--- src/rrts_pkg.sv ---
// Shared types and constants for the round-robin tick scheduler.
`default_nettype none

package rrts_pkg;

	typedef enum logic [1:0] {
		ST_DEAD     = 2'd0,
		ST_RUNNABLE = 2'd1,
		ST_RUNNING  = 2'd2,
		ST_BLOCKED  = 2'd3
	} slot_state_t;

	typedef enum logic [1:0] {
		OP_TICK  = 2'd0,
		OP_SLEEP = 2'd1,
		OP_EXIT  = 2'd2,
		OP_FORK  = 2'd3
	} op_t;

	typedef struct packed {
		slot_state_t state;
		logic [15:0] sleep;
		logic [7:0]  slice;
	} entry_t;

	localparam int ENTRY_W = $bits(entry_t);

	localparam logic [7:0] SLICE_LIMIT_RST = 8'd10;
	localparam logic [7:0] SLICE_FIRST     = 8'd1;

	localparam entry_t RST_ENTRY      = '{state: ST_DEAD,    sleep: 16'd0, slice: 8'd0};
	localparam entry_t RST_IDLE_ENTRY = '{state: ST_RUNNING, sleep: 16'd0, slice: 8'd0};

	typedef struct packed {
		logic accept;
		logic cur_load;
		logic issue;
		logic walk_proc;
		logic fork_proc;
		logic fin;
		logic pick_wr;
		logic out_load;
	} dp_cmd_t;

	typedef struct packed {
		logic in_nop;
		logic op_fork;
		logic s1_vld;
		logic s1_last;
		logic s1_dead;
		logic fin_move;
		logic rsp_free;
	} dp_status_t;

endpackage

`default_nettype wire

--- src/rrts_ram.sv ---
// Generic single-write, single-read RAM with registered read data.
`default_nettype none

module rrts_ram #(
	parameter int WIDTH = 26,
	parameter int DEPTH = 16
) (
	input  wire logic                     clk,
	input  wire logic                     we,
	input  wire logic [$clog2(DEPTH)-1:0] waddr,
	input  wire logic [WIDTH-1:0]         wdata,
	input  wire logic                     re,
	input  wire logic [$clog2(DEPTH)-1:0] raddr,
	output logic      [WIDTH-1:0]         rdata
);

	logic [WIDTH-1:0] mem_q [DEPTH];

	always_ff @(posedge clk) begin
		if (we) begin
			mem_q[waddr] <= wdata;
		end
		if (re) begin
			rdata <= mem_q[raddr];
		end
	end

endmodule

`default_nettype wire

--- src/rrts_ctrl.sv ---
// Sequencing state machine for the scheduler.
`default_nettype none

module rrts_ctrl (
	input  wire logic                clk,
	input  wire logic                arst_n,
	input  wire logic                req_valid,
	output logic                     req_ready,
	input  wire rrts_pkg::dp_status_t status,
	output rrts_pkg::dp_cmd_t        cmd
);

	import rrts_pkg::*;

	typedef enum logic [6:0] {
		S_IDLE  = 7'b0000001,
		S_CUR   = 7'b0000010,
		S_WALK  = 7'b0000100,
		S_FSCAN = 7'b0001000,
		S_FIN   = 7'b0010000,
		S_PRD   = 7'b0100000,
		S_DONE  = 7'b1000000
	} fsm_t;

	fsm_t state_q, state_d;

	always_ff @(posedge clk or negedge arst_n) begin
		if (!arst_n) begin
			state_q <= S_IDLE;
		end else begin
			state_q <= state_d;
		end
	end

	always_comb begin
		state_d   = state_q;
		cmd       = '0;
		req_ready = 1'b0;
		case (state_q)
			S_IDLE: begin
				req_ready = 1'b1;
				if (req_valid) begin
					cmd.accept = 1'b1;
					state_d    = status.in_nop ? S_DONE : S_CUR;
				end
			end
			S_CUR: begin
				cmd.cur_load = 1'b1;
				state_d      = status.op_fork ? S_FSCAN : S_WALK;
			end
			S_WALK: begin
				cmd.issue     = 1'b1;
				cmd.walk_proc = 1'b1;
				if (status.s1_vld && status.s1_last) begin
					state_d = S_FIN;
				end
			end
			S_FSCAN: begin
				cmd.issue     = 1'b1;
				cmd.fork_proc = 1'b1;
				if (status.s1_vld && (status.s1_dead || status.s1_last)) begin
					state_d = S_DONE;
				end
			end
			S_FIN: begin
				cmd.fin = 1'b1;
				state_d = status.fin_move ? S_PRD : S_DONE;
			end
			S_PRD: begin
				cmd.pick_wr = 1'b1;
				state_d     = S_DONE;
			end
			S_DONE: begin
				if (status.rsp_free) begin
					cmd.out_load = 1'b1;
					state_d      = S_IDLE;
				end
			end
			default: begin
				state_d = S_IDLE;
			end
		endcase
	end

endmodule

`default_nettype wire

--- src/rrts_datapath.sv ---
// Slot table, walk counters, selection logic and result register.
`default_nettype none

module rrts_datapath #(
	parameter int NUM_SLOTS = 16
) (
	input  wire logic                clk,
	input  wire logic                arst_n,
	input  wire logic [1:0]          operation,
	input  wire logic [15:0]         sleep_ticks,
	input  wire logic                cfg_valid,
	input  wire logic [7:0]          slice_limit,
	input  wire rrts_pkg::dp_cmd_t   cmd,
	output rrts_pkg::dp_status_t     status,
	output logic                     rsp_valid,
	input  wire logic                rsp_ready,
	output logic [3:0]               running_slot,
	output logic                     fork_ok,
	output logic [3:0]               fork_slot
);

	import rrts_pkg::*;

	localparam int IW = $clog2(NUM_SLOTS);
	localparam int CW = $clog2(NUM_SLOTS + 1);
	localparam logic [IW-1:0] LAST_IDX = IW'(NUM_SLOTS - 1);

	function automatic logic [IW-1:0] wrap_inc(input logic [IW-1:0] i);
		return (i == LAST_IDX) ? '0 : i + 1'b1;
	endfunction

	// control state
	logic [7:0]           slice_limit_q;
	logic [IW-1:0]        running_q;
	logic [NUM_SLOTS-1:0] valid_q;
	logic [CW-1:0]        iss_left_q;
	logic                 rd_vld_s1;
	logic                 found_q;
	logic                 rsp_valid_q;

	// payload
	op_t           op_q;
	logic [15:0]   ticks_q;
	entry_t        cur_q;
	logic [IW-1:0] iss_idx_q;
	logic [IW-1:0] rd_idx_s1;
	logic          rd_last_s1;
	logic          rd_hit_s1;
	logic [IW-1:0] cand_q;
	logic          fork_ok_q;
	logic [IW-1:0] fork_slot_q;
	logic [3:0]    rsp_slot_q;
	logic          rsp_fork_ok_q;
	logic [3:0]    rsp_fork_slot_q;

	logic               ram_we;
	logic [IW-1:0]      ram_waddr;
	entry_t             ram_wentry;
	logic               ram_re;
	logic [IW-1:0]      ram_raddr;
	logic [ENTRY_W-1:0] ram_rdata;

	entry_t        rd_entry;
	entry_t        walk_e;
	entry_t        cur_mod;
	entry_t        demoted;
	logic          cur_cont;
	logic [IW-1:0] pick;
	logic          fin_move;
	logic          issue_now;
	logic          walk_hit;
	logic          fork_hit;

	rrts_ram #(
		.WIDTH (ENTRY_W),
		.DEPTH (NUM_SLOTS)
	) u_ram (
		.clk   (clk),
		.we    (ram_we),
		.waddr (ram_waddr),
		.wdata (ram_wentry),
		.re    (ram_re),
		.raddr (ram_raddr),
		.rdata (ram_rdata)
	);

	// unwritten slots read as their reset contents
	always_comb begin
		if (rd_hit_s1) begin
			rd_entry = entry_t'(ram_rdata);
		end else if (rd_idx_s1 == '0) begin
			rd_entry = RST_IDLE_ENTRY;
		end else begin
			rd_entry = RST_ENTRY;
		end
	end

	always_comb begin
		walk_e = rd_entry;
		if (rd_entry.state == ST_BLOCKED && rd_entry.sleep != 16'd0) begin
			walk_e.sleep = rd_entry.sleep - 16'd1;
			if (rd_entry.sleep == 16'd1) begin
				walk_e.state = ST_RUNNABLE;
			end
		end
	end

	always_comb begin
		cur_mod = rd_entry;
		case (op_q)
			OP_SLEEP: begin
				cur_mod.state = ST_BLOCKED;
				cur_mod.sleep = ticks_q;
			end
			OP_EXIT: begin
				cur_mod.state = ST_DEAD;
			end
			default: begin
				cur_mod = rd_entry;
			end
		endcase
	end

	always_comb begin
		cur_cont = (cur_q.state == ST_RUNNING) && (cur_q.slice != slice_limit_q);
		demoted  = cur_q;
		if (cur_q.state == ST_RUNNING) begin
			demoted.state = ST_RUNNABLE;
			demoted.slice = 8'd0;
		end
		if (found_q) begin
			pick = cand_q;
		end else if (demoted.state == ST_RUNNABLE) begin
			pick = running_q;
		end else begin
			pick = '0;
		end
		fin_move = !cur_cont && (pick != running_q);
	end

	assign issue_now = cmd.issue && (iss_left_q != '0);
	assign walk_hit  = cmd.walk_proc && rd_vld_s1 && !found_q && (rd_idx_s1 != '0) &&
	                   (walk_e.state == ST_RUNNABLE);
	assign fork_hit  = cmd.fork_proc && rd_vld_s1 && (rd_entry.state == ST_DEAD);

	always_comb begin
		ram_re    = 1'b0;
		ram_raddr = running_q;
		if (cmd.accept) begin
			ram_re = 1'b1;
		end else if (issue_now) begin
			ram_re    = 1'b1;
			ram_raddr = iss_idx_q;
		end else if (cmd.fin && fin_move) begin
			ram_re    = 1'b1;
			ram_raddr = pick;
		end
	end

	always_comb begin
		ram_we     = 1'b0;
		ram_waddr  = rd_idx_s1;
		ram_wentry = walk_e;
		if (cmd.walk_proc && rd_vld_s1) begin
			ram_we = 1'b1;
		end else if (fork_hit) begin
			ram_we     = 1'b1;
			ram_wentry = '{state: ST_RUNNABLE, sleep: cur_q.sleep, slice: cur_q.slice};
		end else if (cmd.fin) begin
			ram_we    = 1'b1;
			ram_waddr = running_q;
			if (cur_cont) begin
				ram_wentry = '{state: ST_RUNNING, sleep: cur_q.sleep,
				               slice: cur_q.slice + 8'd1};
			end else if (pick == running_q) begin
				ram_wentry = '{state: ST_RUNNING, sleep: demoted.sleep, slice: SLICE_FIRST};
			end else begin
				ram_wentry = demoted;
			end
		end else if (cmd.pick_wr) begin
			ram_we     = 1'b1;
			ram_wentry = '{state: ST_RUNNING, sleep: rd_entry.sleep, slice: SLICE_FIRST};
		end
	end

	always_ff @(posedge clk or negedge arst_n) begin
		if (!arst_n) begin
			slice_limit_q <= SLICE_LIMIT_RST;
			running_q     <= '0;
			valid_q       <= '0;
			iss_left_q    <= '0;
			rd_vld_s1     <= 1'b0;
			found_q       <= 1'b0;
			rsp_valid_q   <= 1'b0;
		end else begin
			if (cfg_valid) begin
				slice_limit_q <= slice_limit;
			end
			if (ram_we) begin
				valid_q[ram_waddr] <= 1'b1;
			end
			rd_vld_s1 <= ram_re;
			if (cmd.cur_load) begin
				iss_left_q <= status.op_fork ? CW'(NUM_SLOTS) : CW'(NUM_SLOTS - 1);
				found_q    <= 1'b0;
			end else begin
				if (issue_now) begin
					iss_left_q <= iss_left_q - 1'b1;
				end
				if (walk_hit) begin
					found_q <= 1'b1;
				end
			end
			if (cmd.fin && !cur_cont) begin
				running_q <= pick;
			end
			if (cmd.out_load) begin
				rsp_valid_q <= 1'b1;
			end else if (rsp_ready) begin
				rsp_valid_q <= 1'b0;
			end
		end
	end

	always_ff @(posedge clk) begin
		rd_idx_s1  <= ram_raddr;
		rd_hit_s1  <= valid_q[ram_raddr];
		rd_last_s1 <= issue_now && (iss_left_q == CW'(1));
		if (cmd.accept) begin
			op_q        <= op_t'(operation);
			ticks_q     <= sleep_ticks;
			fork_ok_q   <= 1'b0;
			fork_slot_q <= '0;
		end
		if (cmd.cur_load) begin
			cur_q     <= cur_mod;
			iss_idx_q <= status.op_fork ? '0 : wrap_inc(running_q);
		end else if (issue_now) begin
			iss_idx_q <= wrap_inc(iss_idx_q);
		end
		if (walk_hit) begin
			cand_q <= rd_idx_s1;
		end
		if (fork_hit) begin
			fork_ok_q   <= 1'b1;
			fork_slot_q <= rd_idx_s1;
		end
		if (cmd.out_load) begin
			rsp_slot_q      <= 4'(running_q);
			rsp_fork_ok_q   <= fork_ok_q;
			rsp_fork_slot_q <= 4'(fork_slot_q);
		end
	end

	always_comb begin
		status.in_nop   = (op_t'(operation) == OP_SLEEP) && (sleep_ticks == 16'd0);
		status.op_fork  = (op_q == OP_FORK);
		status.s1_vld   = rd_vld_s1;
		status.s1_last  = rd_last_s1;
		status.s1_dead  = (rd_entry.state == ST_DEAD);
		status.fin_move = fin_move;
		status.rsp_free = !rsp_valid_q || rsp_ready;
	end

	assign rsp_valid    = rsp_valid_q;
	assign running_slot = rsp_slot_q;
	assign fork_ok      = rsp_fork_ok_q;
	assign fork_slot    = rsp_fork_slot_q;

endmodule

`default_nettype wire

--- src/round_robin_tick_scheduler.sv ---
// Top level of the round-robin tick scheduler: controller, datapath and port wiring.
//
//  channel | signals                              | direction | carries
//  --------+--------------------------------------+-----------+------------------------------
//  req     | req_valid req_ready                  | in        | operation, sleep_ticks
//  rsp     | rsp_valid rsp_ready                  | out       | running_slot, fork_ok, fork_slot
//  cfg     | cfg_valid cfg_ready                  | in        | slice_limit
//
// A tick, sleep or exit item reads the running slot and walks the table, one slot table read a cycle
// through the single read port of the slot RAM while the other slots are counted down, then
// settles the running slot and, if a new slot is chosen, promotes it.
// A fork item searches upward for the lowest dead slot instead of walking; a sleep of zero
// ticks skips the walk. Reset needs no clearing pass: per-slot valid bits make unwritten slots
// read as dead (slot 0 as running). A result waiting in the output register does not stop
// the next item from being taken; only its completion waits for the register to drain.
`default_nettype none

module round_robin_tick_scheduler #(
	parameter int NUM_SLOTS = 16
) (
	input  wire logic        clk,
	input  wire logic        arst_n,
	// request channel
	input  wire logic        req_valid,
	output logic             req_ready,
	input  wire logic [1:0]  operation,
	input  wire logic [15:0] sleep_ticks,
	// result channel
	output logic             rsp_valid,
	input  wire logic        rsp_ready,
	output logic [3:0]       running_slot,
	output logic             fork_ok,
	output logic [3:0]       fork_slot,
	// configuration channel
	input  wire logic        cfg_valid,
	output logic             cfg_ready,
	input  wire logic [7:0]  slice_limit
);

	import rrts_pkg::*;

	dp_cmd_t    cmd;
	dp_status_t status;

	// the user must write the limit register only while idle; the block does not enforce it, so take every write at once
	assign cfg_ready = 1'b1;

	rrts_ctrl u_ctrl (
		.clk       (clk),
		.arst_n    (arst_n),
		.req_valid (req_valid),
		.req_ready (req_ready),
		.status    (status),
		.cmd       (cmd)
	);

	rrts_datapath #(
		.NUM_SLOTS (NUM_SLOTS)
	) u_datapath (
		.clk          (clk),
		.arst_n       (arst_n),
		.operation    (operation),
		.sleep_ticks  (sleep_ticks),
		.cfg_valid    (cfg_valid),
		.slice_limit  (slice_limit),
		.cmd          (cmd),
		.status       (status),
		.rsp_valid    (rsp_valid),
		.rsp_ready    (rsp_ready),
		.running_slot (running_slot),
		.fork_ok      (fork_ok),
		.fork_slot    (fork_slot)
	);

endmodule

`default_nettype wire

--- config.mk ---
export PLATFORM = sky130hd
export DESIGN_NAME = round_robin_tick_scheduler
export DESIGN_NICKNAME = d
export VERILOG_FILES = /design/src/rrts_pkg.sv /design/src/rrts_ram.sv /design/src/rrts_ctrl.sv /design/src/rrts_datapath.sv /design/src/round_robin_tick_scheduler.sv
export SDC_FILE = /design/constraint.sdc
export NUM_CORES = 1
export LEC_CHECK = 0
export BUFFER_PORTS_ARGS = -buffer_cell sky130_fd_sc_hd__buf_2
export CAP_MARGIN = 20
export CORE_AREA = 2 2 244 246
export CTS_CLUSTER_DIAMETER = 40
export DETAILED_ROUTE_END_ITERATION = 7
export DIE_AREA = 0 0 246 248
export GPL_TIMING_DRIVEN = 0
export SYNTH_ARGS = -nofsm -noshare
export SYNTH_HDL_FRONTEND = slang
export SYNTH_SLANG_ARGS = --single-unit
export TNS_END_PERCENT = 30
--- constraint.sdc ---
create_clock -name clk -period 9.9 [get_ports clk]
set_clock_uncertainty 0.2 [all_clocks]
set_input_delay 0.495 -clock clk [delete_from_list [all_inputs] [get_ports clk]]
set_output_delay 0.495 -clock clk [all_outputs]
set_load 0.05 [all_outputs]
* Word-level counts from Yosys, hierarchy flattened
Memory sizes are Yosys's and may differ from the RTL's. A register that Yosys moved wholly into a read port is not among the register bits.
Index checks and enable logic that the tools add are counted.
** Cells by class
- $add $sub $neg :: 5
- Multiply operators :: 0
- Div/mod/pow operators :: 0
- Order comparisons :: 3
- Equality and inequality tests :: 26
- Shift-type cells :: 0
- Muxes and demuxes :: 68
- Bitwise logic cells :: 1
- Reductions and logical operators :: 34
** Operator list (number)
- 26-bit 2-to-1 mux :: 8
- 4-bit 2-to-1 mux :: 16
- 7-bit case mux with 7 select lines :: 1
- 7-bit 2-to-1 mux :: 6
- 1-bit 2-to-1 mux :: 26
- 18-bit 2-to-1 mux :: 1
- 1-bit logical AND :: 17
- 16-bit by 1-bit equality test with 1-bit output, second input constant :: 1
- 16-bit logical NOT :: 1
- 16-bit 2-to-1 mux :: 1
- 16-bit OR :: 1
- 16-bit nonzero test :: 1
- 16-bit by 1-bit subtractor with 16-bit output, second input constant :: 1
- 5-bit 2-to-1 mux :: 3
- 4-bit by 5-bit less-than comparator with 1-bit output, second input constant :: 2
- 4-bit by 1-bit adder with 4-bit output, second input constant :: 2
- 8-bit by 1-bit adder with 8-bit output, second input constant :: 1
- 2-bit by 1-bit equality test with 1-bit output, second input constant :: 4
- 2-bit equality test, second input constant :: 4
- 4-bit equality test, second input constant :: 2
- 8-bit 2-to-1 mux :: 1
- 8-bit inequality test :: 1
- 2-bit nonzero test :: 4
- 7-bit by 1-bit equality test with 1-bit output, second input constant :: 1
- other kinds (25) :: 31
** Storage, ports and cells
- Bits in registers :: 115
- Bits in latches :: 0
- Memory bits (writable) :: 416
- Memory bits (read-only) :: 0
- Output and inout bits :: 12
- Memories :: 1
** Memories
- u_datapath.u_ram.mem_q :: depth 16, bits a word 26, rd ports 1, clocked after Yosys merged registers in 1, wr ports 1, RTL line rrts_ram.sv:17 : logic [WIDTH-1:0] mem_q [DEPTH];

* Longest topological paths before layout
- Depth after elaboration :: 13
- Depth in mapped cells :: 13

* By module
From an unflattened synthesis, not the netlist that was laid out.
** Unflattened totals
- Cells, all modules :: 1352
- Area total of the unflattened synthesis :: 23201.0 um^2
** By module, submodules not included
- rrts_ram :: times used 1, cells an instance 686, area each 16637.2 um^2, sequential area each 13272.7 um^2
- rrts_datapath :: times used 1, cells an instance 606, area each 6047.0 um^2, sequential area each 2995.4 um^2
- rrts_ctrl :: times used 1, cells an instance 58, area each 505.5 um^2, sequential area each 176.4 um^2
- round_robin_tick_scheduler :: times used 1, cells an instance 2, area each 11.3 um^2, sequential area each 0.0 um^2

* Worst setup path before layout
No wires, ideal clock.
- Path type :: reg-to-reg
- Start :: register u_ctrl.state_q[6]
- End :: memory u_datapath.u_ram.mem_q[12][0] (enable)
- Setup time :: 409 ps
- Data arrival time :: 3534 ps
- Required time :: 9291 ps
- Setup slack :: 5757 ps
- Cell stages (with the launch flop) :: 8
- Buffers on the path :: 2
- Clock period less this slack :: 4143 ps
- Cells stage by stage :: dfrtp_1 or4_4 or4b_2 clkbuf_1 clkbuf_1 o31ai_1 nand2_1 nor2_1
** Between the ends
- Word-level cells in the longest chain between the ends :: 8
** Ends and longest elaborated chain
- from (decl) :: RTL line rrts_ctrl.sv:25 : fsm_t state_q, state_d;
- from (signal assigned) :: RTL line rrts_ctrl.sv:31 : state_q <= state_d;
- 7-bit by 6-bit equality test with 1-bit output / 7-bit by 4-bit equality test with 1-bit output (equally long branches) :: RTL line rrts_ctrl.sv:39 : case (state_q)
- 1-bit 2-to-1 mux :: RTL line rrts_ctrl.sv:39
- 1-bit 2-to-1 mux / 1-bit logical AND (equally long branches) :: RTL line rrts_datapath.sv:180, rrts_datapath.sv:144
- 1-bit 2-to-1 mux / 1-bit logical AND (equally long branches) :: RTL line rrts_datapath.sv:169, rrts_datapath.sv:144
- 1-bit 2-to-1 mux :: RTL line rrts_datapath.sv:166 : end else if (fork_hit) begin
- 1-bit 2-to-1 mux :: RTL line rrts_datapath.sv:164 : if (cmd.walk_proc && rd_vld_s1) begin
- 1-bit 2-to-1 mux :: RTL line rrts_ram.sv:20 : if (we) begin
- 1-bit 2-to-1 mux (implied by the code) :: RTL line rrts_ram.sv:21 : mem_q[waddr] <= wdata;
- to (decl) :: RTL line rrts_ram.sv:17
Parallel ways exist; a longest one is shown, timed or not.

==> results by group <==
STA
  – Hold WS: 0.1037 ns
  – Final Max Slew Viols: 0
  – Fmax: 204.5 MHz
  – Final Cycle Share: 49.38%
  – Max-slew headroom: 26.81%
  – Setup_tns: 0 ns
  – Tmin final: 4.889 ns
  – RSZ-0062 raised after global routing: false
  – Hold Fails Final Rpt: 0
  – Worst Max-Slew Pin Slew: 1.091 ns
  – # setup viols final: 0

Power and ir drop
  – Combinational Power Share: 22.7%
  – LEAKAGE: 0.01028 uW
  – Max VDD drop: 160.3 uV
  – Sw frac: 30.72%
  – Pwr dens: 265.3 mW/mm2
  – Psw: 2250 uW
  – Int Power: 5074 uW
  – Sequential share of power: 44.0%
  – Clock power share: 33.3%

Synthesis
  – Mapped Area: 0.02314 mm2
  – Number of synthesized flops with an enable pin: 507
  – Synth top area share: 65.79%
  – Syn nets: 1549
  – Avg Cell Area, Syn: 15.38 um2
  – Yosys cell types: 71
  – Synth Instances: 1505
  – Synth async-reset ratio: 7.720%
  – Post-synthesis sequential area ratio: 71.07%
  – Synth area leaders: edfxtp_1, mux2i_1, dfrtp_1
  – Register bit count reported by yosys: 557
  – Primary FF master, synth: edfxtp_1
  – Ys Warns: 0
  – Area leader, netlist: edfxtp_1

Global route
  – Global-route wire length before repair: 86.39 mm
  – Vias in the first global route: 13890
  – Initial antenna violation count: 0
  – Pin count of the biggest net entering global routing: 44
  – Remaining global-route overflow: 0
  – Total GRT Usage: 19.12%

Drt
  – Avg WL per Cell: 22.96 um
  – Antenna Nets Post-Route: 0
  – Routed vias/inst: 5.500
  – Drt total wl: 57.81 mm
  – Vias: 13850
  – DRC: 0
  – Router iterations before antenna repair: 5
  – DR iter-0 viols: 1381

Floorplanning
  – Core Area: 0.05846 mm2
  – Std-Cell Rows: 89
  – Die H: 248 um
  – Die area: 0.06101 mm2
  – Initial Utilization: 39.58%
  – Io pins: 43
  – Die Wd: 246 um

Clocking
  – Inserted Clock Buffers: 70
  – CTS clock-pin slew for the worst setup and hold paths: 0.06 ns
  – Sink Count: 557
  – CTS Buffer Depth: 3
  – Clk_lat worst skew: 0.60 ns
  – CTS tree: done
  – H-tree Lvls: 3
  – Hold Buf Count CTS: 29
  – Clock root cell: clkbuf_16
  – Cts repair resizes: 0
  – Post-CTS Repair Setup Buffers: 0

Run status
  – Outcome: complete, no violations

Setup path
  – CP endpoint kind: flop
  – FF-to-FF Start: u_datapath.rd_hit_s1$_DFF_P_
  – CP startpoint: u_datapath.rd_hit_s1$_DFF_P_
  – Worst Path Max Fanout: 10
  – Critical Setup Path Class: flop to flop
  – Critical Path RT: 10.14 ns
  – CP arrival: 5.13 ns
  – R2R setup slack: 5.01 ns
  – CP startpoint kind: flop

Finish
  – Final Core Density: 47.21%
  – Sequential Area: 0.01644 mm2
  – # fillers: 4972
  – Share of cells above drive strength 1: 18.74%
  – Synth-to-Final Area Change: 19.29%
  – Area of the multi-input gates: 0.006357 mm2
  – Final Non-Filler Cells: 2518
  – Antenna diodes: 0
  – Layout Nets: 1734

Place
  – DP Cell Count: 2355
  – GPL Wtd Cong: 0.9019
  – Port Buffers: 40
  – Final HPWL DP: 38.56 mm

Worst hold path
  – Hold Crit Class: input pin to async pin

Run
  – Max_cap viols: 0
kinds of logic after synthesis:
kind of cell / count (synthesis) / synth area share (%)
AO/OA/AOI/OAI: 286 / 8.424
AND/OR/NAND/NOR: 297 / 6.543
buffers and inverters: 101 / 2.044
adder cells (fa/ha/maj): 13 / 0.7029
XOR/XNOR: 20 / 0.7570
flip-flops: 557 / 71.07
multiplexers: 230 / 10.45
other: 1 / 0.01621
routing by layer:
| layer | GRT usage, % | vias up | wire (um) |
|---|---|---|---|
| met1 | 24.45 | 6947 | 24310 |
| met3 | 3.157 | 101 | 3365 |
| li1 | - | 6290 | - |
| met2 | 32.84 | 511 | 28620 |
| met5 | 0 | - | 0 |
| met4 | 6.809 | 0 | 1511 |
worst max-delay path, cell delays in order (launching register included):
cell	delay (ns)
dfxtp_1	0.31
clkbuf_1	0.32
clkbuf_1	0.48
clkbuf_1	0.54
nand2_1	0.28
ha_1	0.30
a311oi_1	0.76
and2_1	0.32
o21ai_0	0.12
nand2_1	0.11
o21ai_0	0.09
a31oi_1	0.61
buf_4	0.29
flip-flops by register name, summed over array words and instances (netlist names), 5 cells and up:
name	flops
u_datapath.u_ram.mem_q	416
u_datapath.cur_q	26
u_datapath.u_ram.rdata	26
u_datapath.ticks_q	16
u_datapath.valid_q	16
u_datapath.slice_limit_q	8
u_ctrl.state_q	7
u_datapath.iss_left_q	5
placed cells by master, fill, tap and decap left out, types with 6 or more instances in the layout:
master,instances
a31oi_1,9
a21oi_1,32
dfxtp_1,7
nand2_1,97
buf_6,8
dlygate4sd3_1,29
mux2i_1,138
nand4_1,7
edfxtp_1,507
nor2b_1,6
ha_1,13
buf_4,28
nor2_4,16
nor4_1,9
or3_1,6
buf_16,9
clkinv_2,6
o22ai_1,58
inv_1,20
clkinv_1,9
and2_1,15
buf_12,9
nand3_1,24
o21ai_0,56
nor3_1,16
o21bai_1,17
clkbuf_16,70
mux2_1,37
dfrtp_1,40
inv_6,12
o2bb2ai_1,28
buf_2,74
clkbuf_1,47
a22o_1,29
or4_1,28
o211ai_1,7
nor2_1,42
mux2_2,55
xnor2_1,15
synth_stat cells, types with 8 or more instances:
cell       instances
edfxtp_1         507
mux2i_1          138
nand2_1           97
o21ai_0           59
nor2_1            58
o22ai_1           58
mux2_2            55
dfrtp_1           40
mux2_1            37
clkbuf_1          35
buf_2             33
a21oi_1           32
a22o_1            29
o2bb2ai_1         28
or4_1             28
nand3_1           25
inv_1             20
nor3_1            17
o21bai_1          17
and2_1            15
xnor2_1           15
ha_1              13
a31oi_1            9
nor4_1             9
buf_4              8
power groups by stage:
stage	clock, uW	sequential, uW	combinational, uW
floorplan	0	3220	1020
detailed placement	0	3260	1640
global placement	0	3280	1490
global route	2590	3240	1810
CTS	2480	3220	1650
finish	2440	3220	1670
metrics by stage:
stage	total power [uW]	worst slack, ns	cell area (um2)
finish	7323	5.011	27600
global route	7639	4.711	27600
CTS	7349	5.030	27540
detailed placement	4898	5.063	25020
global placement	4773	3.908	24310
floorplan	4240	5.757	23140
worst paths after layout:
check	to	depth (start not counted)
max in group asynchronous	u_ctrl.state_q[0]$_DFFE_PN1P_	3
setup / recovery	u_datapath.u_ram.mem_q[1][19]$_DFFE_PP_	12
min in group clk	u_datapath.slice_limit_q[5]$_DFFE_PN0P_	2
hold reg to reg	u_datapath.fork_slot[2]$_DFFE_PP_	0
hold / removal	u_datapath.slice_limit_q[5]$_DFFE_PN0P_	2
setup reg to reg	u_datapath.u_ram.mem_q[1][19]$_DFFE_PP_	12
layout make-up:
cell class / instances / area share [%]
Timing Repair Buffer: 113 / 4.093
Inverter: 21 / 0.2856
Clock inverter: 44 / 1.523
Tap cell: 773 / 3.504
Sequential cell: 557 / 59.58
Buffer: 80 / 1.428
Clock buffer: 83 / 6.559
Multi-Input combinational cell: 847 / 23.03
(Power assumes the default switching activity.)
